$ cat config.mk
export PLATFORM = sky130hd
export DESIGN_NAME = iqr_fifo
export DESIGN_NICKNAME = d
export VERILOG_FILES = /design/src/rtl/iqr_fifo.sv
export SDC_FILE = /design/constraint.sdc
export NUM_CORES = 1
export LEC_CHECK = 0
export BUFFER_PORTS_ARGS = -buffer_cell sky130_fd_sc_hd__clkbuf_2
export CORE_MARGIN = 4
export CORE_UTILIZATION = 42
export DETAILED_ROUTE_END_ITERATION = 8
export PLACE_DENSITY = 0.67
export SLEW_MARGIN = 20
export SYNTH_ARGS = -nofsm -noshare
export SYNTH_HDL_FRONTEND = slang
export SYNTH_SLANG_ARGS = --single-unit
$ cat constraint.sdc
create_clock -name clk -period 3.56 [get_ports clk]
set_clock_uncertainty 0.1 [all_clocks]
set_input_delay 0 -clock clk [delete_from_list [all_inputs] [get_ports clk]]
set_output_delay 0 -clock clk [all_outputs]
set_load 0.02 [all_outputs]
$ cat src/rtl/iqr_fifo.sv
// small register queue with occupancy count
`default_nettype none
module iqr_fifo #(
    parameter int WIDTH = 8,
    parameter int DEPTH = 2
) (
    input  wire logic                         clk,
    input  wire logic                         rst_n,
    input  wire logic                         push,
    input  wire logic [WIDTH-1:0]             din,
    input  wire logic                         pop,
    output logic      [WIDTH-1:0]             dout,
    output logic                              empty,
    output logic      [$clog2(DEPTH+1)-1:0]   count
);

    localparam int AW = (DEPTH > 1) ? $clog2(DEPTH) : 1;
    localparam int CW = $clog2(DEPTH + 1);

    logic [WIDTH-1:0] mem_reg [DEPTH];
    logic [AW-1:0]    wr_ptr_reg;
    logic [AW-1:0]    rd_ptr_reg;
    logic [CW-1:0]    count_reg;
    logic [CW-1:0]    count_next;

    always_comb
    begin
        unique case ({push, pop})
            2'b10:   count_next = count_reg + CW'(1);
            2'b01:   count_next = count_reg - CW'(1);
            default: count_next = count_reg;
        endcase
    end

    always_ff @(posedge clk or negedge rst_n)
    begin
        if (!rst_n)
        begin
            wr_ptr_reg <= '0;
            rd_ptr_reg <= '0;
            count_reg  <= '0;
        end
        else
        begin
            if (push)
            begin
                wr_ptr_reg <= (wr_ptr_reg == AW'(DEPTH - 1)) ? '0 : wr_ptr_reg + AW'(1);
            end
            if (pop)
            begin
                rd_ptr_reg <= (rd_ptr_reg == AW'(DEPTH - 1)) ? '0 : rd_ptr_reg + AW'(1);
            end
            count_reg <= count_next;
        end
    end

    always_ff @(posedge clk)
    begin
        if (push)
        begin
            mem_reg[wr_ptr_reg] <= din;
        end
    end

    assign dout  = mem_reg[rd_ptr_reg];
    assign empty = (count_reg == '0);
    assign count = count_reg;

endmodule
`default_nettype wire

# Word-level counts from Yosys, hierarchy flattened
# Memories as Yosys holds them, arrays and structs flattened.
# Cells that the tools add are included.
dict set report classes {
  add_sub_neg 4
  mul 0
  div_mod_pow 0
  n_lt_le_gt_ge 0
  n_eq_ne 2
  shifts 0
  n_mux 5
  bitwise 0
  n_reduce_logical 2
}
# cell count
set op_table {}
lappend op_table {{$mux W1} 4}
lappend op_table {{$pmux W2 S2} 1}
lappend op_table {{$add A1 B1 Y1 const B} 2}
lappend op_table {{$add A2 B1 Y2 const B} 1}
lappend op_table {{$eq A2 B1 Y1 const B} 1}
lappend op_table {{$eq A2 B2 Y1 const B} 1}
lappend op_table {{$logic_not A2 Y1} 1}
lappend op_table {{$reduce_bool A2 Y1} 1}
lappend op_table {{$sub A2 B1 Y2 const B} 1}
dict set report word_totals {
  ff_bits 4
  latch_bits 0
  mem_bits_rw 16
  romBits 0
  input_bits 12
  memories 1
}
# memory depth word_bits read_ports rd_clocked_by_memory_dff wr line_no
set mem_list {}
lappend mem_list {mem_reg 2 8 1 0 1 20} ;# logic [WIDTH-1:0] mem_reg [DEPTH];

# Longest topological paths before layout
# Gate-level depths: netlist of the first run.
dict set report logic_depth {
  ltp_word 2
  mapped_depth 5
}

# Least setup slack after synthesis of the first run
# No wires, ideal clock.
dict set report synth_path {
  path_kind {register -> register}
  from {register wr_ptr_reg}
  to {memory mem_reg[0][0] (enable)}
  t_arrival_ps 768
  setup_slack_ps 2322
  path_stages_with_launch 2
  period_less_slack_ps 1238
  path_cell_list {dfrtp_1 nor2_1}
}
# element line_no
set synth_lines {}
lappend synth_lines {{start: declaration} 21} ;# logic [AW-1:0] wr_ptr_reg;
lappend synth_lines {{start signal: assignment} 47} ;# wr_ptr_reg <= (wr_ptr_reg == AW'(DEPTH - 1)) ? '0 : wr_ptr_reg + AW'(1);
lappend synth_lines {{end: declaration} 20}
# Straight into the memory's write port.

# Final worst setup path of the first run
dict set report layout_path {
  from {register rd_ptr_reg}
  to {output dout[4]}
}
dict set report layout_via {
  elab_chain_cells 1
}
# element line_no
set layout_lines {}
lappend layout_lines {{start: declaration} 22} ;# logic [AW-1:0] rd_ptr_reg;
lappend layout_lines {{start signal: assignment} 51} ;# rd_ptr_reg <= (rd_ptr_reg == AW'(DEPTH - 1)) ? '0 : rd_ptr_reg + AW'(1);
lappend layout_lines {{$mem_v2 Z2 W8} -}
lappend layout_lines {{end: declaration} 12} ;# output logic [WIDTH-1:0] dout,
# Every way passes these cells.

==> impl_metrics.tcl, run 1 <==
set metrics [dict create \
    worstMarginPinSlew_ps 650 \
    ios 23 \
    largest_reg_flops 16 \
    drv_cap 0 \
    dr.pass1.iters 4 \
    synth_top_area_frac 0.638 \
    min_period_ps 1510 \
    swShare 0.339 \
    fin_setup_tns_ps 0 \
    cts_tree "done" \
    p_switching_mw 0.242 \
    finalHoldViolations 0 \
    synth.most_common_cell "edfxtp_1" \
    post_synth_and_or_nand_nor_area_fraction 0.0233 \
    slowest_delay_ps 580 \
    via_per_inst 4.36 \
    drt-total-wl_um 1160 \
    core_area_mm2 0.00171 \
    fp.dieArea_mm2 0.00254 \
    post-cts-setup-buffers 0 \
    cp-end-kind "primary output" \
    crit_buf_inv 1 \
    dp_hpwl_um 780 \
    numCtsBuffers 3 \
    place.gp.congestion 0.678 \
    synth_edf_count 16 \
    rsz0062_at_grt "false" \
    grt_start_max_net_pins 12 \
    netlist_area_um2 753 \
    final_util 0.607 \
    syn_avg_cell_area_um2 18.8 \
    drt_iter0_markers 4 \
    leakage_nw 0.424 \
    antenna_found_initial 0 \
    setup_viol 0 \
    synth_top_family_by_area "multiplexers" \
    cp_max_fo 9 \
    start_util 0.441 \
    drive_gt1_frac 0.429 \
    synth.distinct_cells 10 \
    rows 15 \
    ys_warn_count 0 \
    slew_violations 0 \
    synthXorXnorAreaFrac 0.0581 \
    cp_data_required_time_ps 3460 \
    cp_slowest_cell "dfrtp_1" \
    synth_compound_area_frac 0 \
    fmax_mhz 661 \
    route.antenna.remaining_nets 0 \
    grt_pass1_wl_um 2030 \
    critical_path_class "flip-flop to primary output" \
    synthCells 40 \
    synth_nets 53 \
    synth-seq-cells 20 \
    ir_worst_vdd_v 0.000392 \
    clock_latency_ps 280 \
    nNetsFinal 91 \
    crit_arrival_ps 1410 \
    die_x_um 50.4 \
    synth_common_cells "16 x edfxtp_1, 8 x mux2_2, 4 x dfrtp_1" \
    sequentialPowerShare 0.506 \
    hold_path.class "input pin to flip-flop" \
    die_h_um 50.4 \
    area_delta_synth_final_pct 37.5 \
    root_buffer "clkbuf_4" \
    track_usage 0.110 \
    clk_pin_slew_worst_paths_ps 100 \
    crit_family "flip-flops" \
    synth-async-reset-ratio 0.200 \
    cts.sink_count 20 \
    cts.htree.levels 1 \
    relSlewSlack 0.565 \
    p_int_mw 0.472 \
    clockPowerShare 0.146 \
    routedWlPerCell_um 11.3 \
    nFillCells 132 \
    synth_mux_area_frac 0.120 \
    num_antenna_cells 0 \
    power.density_mw_per_mm2 689 \
    routed-via-count 445 \
    period_share 0.425 \
    yosysTopAreaCell "edfxtp_1" \
    path_cells "mux2_2, clkbuf_2" \
    netlist_top_cells_area "edfxtp_1 64%, dfrtp_1 13%, mux2_2 12%" \
    yosys.area_share.adder 0.0166 \
    combPwrFrac 0.349 \
    drc 0 \
    clockBufferDepth 2 \
    grt_overflow 0 \
    grt_pass1_vias 477 \
    yosysSeqAreaShare 0.771 \
    start_kind "flip-flop" \
    synth_top_flop_cell "edfxtp_1" \
    portBuffers 22 \
    outcome "complete, no violations" \
]
==> metal layers <==
layer  GRT usage  up-vias  wire length, um
met4      0.0538        0                0
met1       0.120      218              478
li1            -      217                -
met3      0.0415        0               64
met2       0.187       10              614
met5           0        -                0
==> layout make-up <==
class,count,area (um2),area share
timing repair buffer,34,230,0.222
inverter,1,3.75,0.00362
multi-input combinational,18,164,0.158
clock buffer,4,26.3,0.0254
tap,25,31.3,0.0302
sequential,20,581,0.560
==> final timing paths <==
check	cells after the start	slack (ps)	startpoint	end
setup / recovery	2	2050	rd_ptr_reg	dout[4]
hold / removal	2	340	din[1]	mem_reg[0][1]
setup reg to reg	1	2170	wr_ptr_reg	mem_reg[0][7]
hold reg to reg	1	390	wr_ptr_reg	wr_ptr_reg
max in group asynchronous	3	2680	rst_n	rd_ptr_reg
min in group asynchronous	3	510	rst_n	wr_ptr_reg
==> kinds of logic after synthesis <==
kind of cell / Yosys count
mux: 8
simple gates: 4
buf+inv: 2
xor+xnor: 5
flops: 20
fa+ha+maj: 1
==> power by group through the flow <==
| stage | Sequential [mW] | Clock, mW | Combinational [mW] |
|---|---|---|---|
| 6_report | 0.361 | 0.104 | 0.249 |
| 5_1_grt | 0.372 | 0.120 | 0.269 |
| 4_1_cts | 0.363 | 0.109 | 0.252 |
| 3_5_place_dp | 0.368 | 0 | 0.241 |
| 3_3_place_gp | 0.365 | 0 | 0.237 |
| 2_1_floorplan | 0.358 | 0 | 0.173 |
==> what timing repair did <==
action | CTS | global route
endpoints found under the hold margin | 23 | 0
endpoints found under the setup margin | 0 | 0
hold buffers | 12 | 0
resized for setup | 0 | 0
==> cell usage in the layout, fill, tap and decap left out <==
| cell | n |
|---|---|
| clkbuf_2 | 22 |
| dlygate4sd3_1 | 12 |
| inv_1 | 1 |
| edfxtp_1 | 16 |
| ha_1 | 1 |
| xnor2_1 | 2 |
| mux2_2 | 8 |
| clkbuf_1 | 1 |
| clkbuf_4 | 3 |
| nor2_1 | 3 |
| xor2_1 | 3 |
| dfrtp_1 | 4 |
| and2_1 | 1 |
==> metrics by stage <==
step	instances	cell area [um2]	setup slack, ps	hold WS [ps]	total power, mW
3_3_place_gp	86	890	2210	-286	0.603
2_1_floorplan	40	753	2320	-396	0.531
3_5_place_dp	86	890	2150	-288	0.609
6_report	102	1040	2050	337	0.714
5_1_grt	102	1040	1950	331	0.761
4_1_cts	102	1040	2020	324	0.725
Note: power is estimated with default switching activity, not from simulation.
==> run 2: changes to the inputs <==
- clock period: 3.56 -> 1.4 ns (I/O delays scaled with it)
==> run 2 against run 1 <==
  * Worst hold slack worse by 14 ps
  * Register-to-register slack worse by 2000 ps
  * Sequential share of layout area down 5.5 points
  * Utilization up 6.7 points
  * Critical path depth up 1
  * Total power rose to 3.2 times the previous value
  * Global-route usage up 0.78 points
  * Combinational power rose to 3.7 times the previous value
  * Design area up 11%
  * Via count up 0.67%
  * Flip-flop and latch count unchanged
  * Critical endpoint unchanged
==> impl_metrics.tcl, run 2 (synthesis gave the netlist of run 1 again) <==
set metrics [dict create \
    finalWorstSetupSlack_ps 33.3 \
    root_buffer "clkbuf_4" \
    ir_worst_vdd_v 0.000961 \
    slew_violations 0 \
    power.density_mw_per_mm2 1950 \
    nNetsFinal 95 \
    finalHoldViolations 0 \
    setup_viol 0 \
    die_h_um 50.4 \
    place.gp.congestion 0.674 \
    ios 23 \
    cp_data_required_time_ps 1300 \
    portBuffers 22 \
    routed-via-count 448 \
    antenna_found_initial 0 \
    clockBufferDepth 2 \
    cp_max_fo 5 \
    via_per_inst 4.23 \
    num_antenna_cells 0 \
    outcome "complete, no violations" \
    crit_arrival_ps 1270 \
    nFillCells 122 \
    place_inst 87 \
    clockPowerShare 0.201 \
    track_usage 0.118 \
    dp_hpwl_um 800 \
    drt_iter0_markers 0 \
    cp-end-kind "primary output" \
    start_util 0.441 \
    cts.sink_count 20 \
    grt_overflow 0 \
    drt-total-wl_um 1260 \
    drv_cap 0 \
    min_from "din[0]" \
    hold_slack_ps 322 \
    placed_cell_area_um2 897 \
    largest_reg_flops 16 \
    final_cells 106 \
    grt_pass1_wl_um 2220 \
    drive_gt1_frac 0.481 \
    final_cell_area_mm2 0.00115 \
    dp_slack_ps 189 \
    worstMarginPinSlew_ps 382 \
    route.antenna.remaining_nets 0 \
    mostFrequentLayoutCells "16 x edfxtp_1, 14 x clkbuf_2, 12 x dlygate4sd3_1, 10 x buf_6, 8 x mux2_2" \
    numCtsBuffers 3 \
    rsz0062_at_grt "true" \
    drc 0 \
    dr.pass1.iters 1 \
    routedWlPerCell_um 11.8 \
    rr_startpoint "wr_ptr_reg" \
    cts.htree.levels 1 \
    grt_start_max_net_pins 13 \
    p_total_mw 2.25 \
    die_x_um 50.4 \
    core_area_mm2 0.00171 \
    fp.dieArea_mm2 0.00254 \
    clock_latency_ps 290 \
    rows 15 \
    final_common_cell "edfxtp_1" \
    start_kind "flip-flop" \
    p_switching_mw 0.670 \
    p_int_mw 1.58 \
    critPathLaunch "rd_ptr_reg" \
    clk_pin_slew_worst_paths_ps 110 \
    relSlewSlack 0.745 \
    critical_path_class "flip-flop to primary output" \
    grt_pass1_vias 454 \
    leakage_nw 0.473 \
    sequentialPowerShare 0.393 \
    combPwrFrac 0.405 \
    fmax_mhz 732 \
    swShare 0.298 \
    hold_path.class "input pin to flip-flop" \
    min_period_ps 1370 \
    period_share 0.976 \
    cts_tree "done" \
    area_delta_synth_final_pct 52.8 \
]
-- run 2: cell types whose count changed in the layout (fill, tap and decap cells not counted) --
cell	before	now
clkbuf_2	22	14
dfrtp_2	0	1
clkbuf_1	1	0
buf_6	0	10
bufinv_16	0	1
dfrtp_1	4	3
buf_4	0	2
-- run 2: repair_timing --
item / 4_1_cts / 5_1_grt
gates resized for setup: 2 / 26
endpoints found under the hold margin: 23 / 0
gates cloned: 0 / 0
setup endpoints to repair: 8 / 8
buffers inserted: 3 / 0
pin swaps: 0 / 0
hold buffers: 12 / 0
-- run 2: critical path, cell delays in order, from the launching register on --
cell and delay [ps]:
dfrtp_2 390, buf_6 120, mux2_2 340, buf_6 130
-- run 2: cell type report --
cell class / instances / area (um2) / share of cell area
flip-flops and latches: 20 / 582 / 0.505
repair buffers: 38 / 318 / 0.276
multi-input cells: 18 / 164 / 0.142
well taps: 25 / 31.3 / 0.0272
clock inverters: 1 / 30.0 / 0.0261
clock buffers: 3 / 22.5 / 0.0196
inverters: 1 / 3.75 / 0.00326
-- run 2: worst paths after layout --
kind | endpoint | slack, ps | cells past startpoint
max in group asynchronous | rd_ptr_reg | 500 | 3
min in group asynchronous | wr_ptr_reg | 510 | 3
min | mem_reg[0][0] | 320 | 2
min reg2reg | wr_ptr_reg | 400 | 1
max reg2reg | mem_reg[1][2] | 200 | 1
max | dout[4] | 30 | 3
-- run 2: stage by stage --
| stage | utilization | TNS, ps |
|---|---|---|
| after floorplan | - | 0 |
| final | 0.674 | 0 |
| after detailed placement | 0.525 | 0 |
| after global placement | 0.525 | 0 |
| after global routing | 0.674 | -304 |
| after CTS | 0.640 | -8.45 |
-- run 2: per-layer routing --
layer  global-route usage  vias to the layer above  wire length, um
met5                    0                        -                0
met4               0.0404                        0                0
met1                0.148                      210              519
li1                     -                      228                -
met2                0.198                       10              681
met3               0.0297                        0               55
-- run 2: power groups by stage --
| stage | Sequential (mW) | Combinational [mW] | Clock [mW] |
|---|---|---|---|
| 6_report | 0.885 | 0.912 | 0.453 |
| 5_1_grt | 0.908 | 0.976 | 0.499 |
| 3_3_place_gp | 0.929 | 0.622 | 0 |
| 2_1_floorplan | 0.911 | 0.439 | 0 |
| 4_1_cts | 0.879 | 0.772 | 0.471 |
| 3_5_place_dp | 0.935 | 0.630 | 0 |
==> run 3: changes to the inputs <==
- ABC_AREA: unset -> 1
- PLACE_DENSITY: 0.67 -> 0.66
==> run 3 against run 2 <==
  * Critical endpoint is now dout[6]
  * Critical path depth increased by 1
  * Critical path type unchanged
  * Die area increased by 7.6%
  * Via count increased by 32%
==> impl_metrics.tcl, run 3 <==
set metrics [dict create \
    place.gp.congestion 0.688 \
    routed-via-count 591 \
    clock_latency_ps 300 \
    netlist_top_cells_area "edfxtp_1 58%, dfrtp_1 12%, inv_1 6.4%" \
    p_total_mw 2.07 \
    num_antenna_cells 0 \
    grt_pass1_wl_um 2360 \
    relSlewSlack 0.784 \
    grt_pass1_vias 568 \
    grt_overflow 0 \
    ios 23 \
    core_area_mm2 0.00178 \
    start_kind "flip-flop" \
    final_util 0.636 \
    numCtsBuffers 3 \
    clk_pin_slew_worst_paths_ps 110 \
    yosysTopAreaCell "edfxtp_1" \
    route.antenna.remaining_nets 0 \
    drive_gt1_frac 0.321 \
    cts_tree "done" \
    synth-async-reset-ratio 0.200 \
    antenna_found_initial 0 \
    area_delta_synth_final_pct 37.9 \
    routedWlPerCell_um 11.5 \
    nFillCells 148 \
    synth.most_common_cell "edfxtp_1" \
    dp_hpwl_um 860 \
    cp-end-kind "primary output" \
    drv_cap 0 \
    clockBufferDepth 2 \
    multi_input_area_um2 158 \
    setup_viol 0 \
    synth-seq-cells 20 \
    fp.dieArea_mm2 0.00273 \
    via_per_inst 4.51 \
    place_inst 111 \
    cp_data_required_time_ps 1300 \
    cp_slowest_cell "dfrtp_2" \
    leakage_nw 0.528 \
    placed_cell_area_um2 940 \
    fmax_mhz 727 \
    worstMarginPinSlew_ps 324 \
    period_share 0.983 \
    min_period_ps 1380 \
    drt-total-wl_um 1510 \
    hold_slack_ps 325 \
    synth_top_area_frac 0.584 \
    drt_iter0_markers 6 \
    fin_setup_tns_ps 0 \
    track_usage 0.126 \
    cts.sink_count 20 \
    die_h_um 52.2 \
    synth_edf_count 16 \
    mostFrequentLayoutCells "16 x clkbuf_2, 16 x edfxtp_1, 14 x inv_1, 13 x nand2_1, 12 x dlygate4sd3_1" \
    critical_path_class "flip-flop to primary output" \
    synth_nets 78 \
    finalWorstSetupSlack_ps 23.6 \
    synthCells 65 \
    nNetsFinal 120 \
    finalHoldViolations 0 \
    dr.pass1.iters 2 \
    crit_arrival_ps 1280 \
    critPathMostFrequentCell "buf_6" \
    synth_common_cells "16 x edfxtp_1, 14 x inv_1, 13 x nand2_1" \
    die_x_um 52.2 \
    ys_warn_count 0 \
    final_cells 131 \
    dp_slack_ps 209 \
    synth.distinct_cells 14 \
    largest_reg_flops 16 \
    power.density_mw_per_mm2 1830 \
    slowest_delay_ps 480 \
    outcome "complete, no violations" \
    synth_top_flop_cell "edfxtp_1" \
    hold_path.class "input pin to flip-flop" \
    netlist_area_um2 822 \
    yosysSeqAreaShare 0.706 \
    rows 15 \
    rsz0062_at_grt "true" \
    root_buffer "clkbuf_4" \
    cp_max_fo 7 \
    drc 0 \
    cts.htree.levels 1 \
    regArea_um2 582 \
    slew_violations 0 \
    ir_worst_vdd_v 0.00108 \
    portBuffers 22 \
    grt_start_max_net_pins 18 \
    syn_avg_cell_area_um2 12.6 \
    start_util 0.461 \
    final_cell_area_mm2 0.00113 \
    path_cells "buf_6, buf_4, o21ai_2, buf_6" \
]
==> run 3: changes by cell type after synthesis <==
cell,previous run,this run
and2_1,1,0
buf_12,0,1
buf_2,1,0
buf_6,0,1
inv_1,1,14
mux2_2,8,0
nand2_1,0,13
nand3_1,0,1
nand4_1,0,1
nor2_1,3,2
o21ai_0,0,5
o21ai_2,0,3
xnor2_1,2,1
xor2_1,3,2
==> run 3: path summary, 6_finish.rpt <==
path                       startpoint            end  depth (start not counted)  slack [ps]
setup / recovery           rd_ptr_reg        dout[6]                          4          20
hold / removal                    pop     rd_ptr_reg                          3         330
setup reg to reg           wr_ptr_reg  mem_reg[1][5]                          2         260
hold reg to reg            wr_ptr_reg     wr_ptr_reg                          1         410
max in group asynchronous       rst_n     rd_ptr_reg                          3         520
min in group asynchronous       rst_n     wr_ptr_reg                          3         490
==> run 3: final cells by class <==
| type | instances | share of cell area |
|---|---|---|
| multi-input combinational | 29 | 0.139 |
| sequential | 20 | 0.513 |
| inverter | 14 | 0.0464 |
| timing repair buffer | 39 | 0.251 |
| clock buffer | 3 | 0.0199 |
| tap | 25 | 0.0276 |
| clock inverter | 1 | 0.00331 |
==> run 3: timing repair <==
item                                    in CTS  in global routing
hold buffers                                12                  0
pin swaps                                    0                  1
endpoints found under the setup margin       8                  6
endpoints found under the hold margin       23                  0
resized for setup                            1                 14
buffers inserted                             0                  4
==> run 3: metal layers <==
layer / track usage / vias to the layer above / wire, um
li1: - / 293 / -
met3: 0.0370 / 2 / 69
met5: 0 / - / 0
met4: 0.0638 / 0 / 6
met1: 0.123 / 281 / 583
met2: 0.236 / 15 / 848
==> run 3: kinds of logic (layout without fill, tap and decap cells) <==
| kind of cell | Yosys count | after routing | synth area share |
|---|---|---|---|
| compound gates | 8 | 8 | 0.0624 |
| flops | 20 | 20 | 0.706 |
| simple gates | 17 | 17 | 0.0822 |
| buf+inv | 16 | 57 | 0.102 |
| fa+ha+maj | 1 | 1 | 0.0152 |
| xor+xnor | 3 | 3 | 0.0320 |
==> run 3: power breakdown <==
part | leakage (nW) | total (mW) | switching, mW | internal (mW)
combinational | 0.317 | 0.881 | 0.508 | 0.374
sequential | 0.196 | 0.911 | 0.101 | 0.810
clock | 0.0154 | 0.279 | 0.175 | 0.104
==> run 3: critical path, delay by kind of cell, from the launching register on <==
kind / cells / cell delay [ps]
DFF: 1 / 480
buffers and inverters: 3 / 390
AOI/OAI and AO/OA: 1 / 110
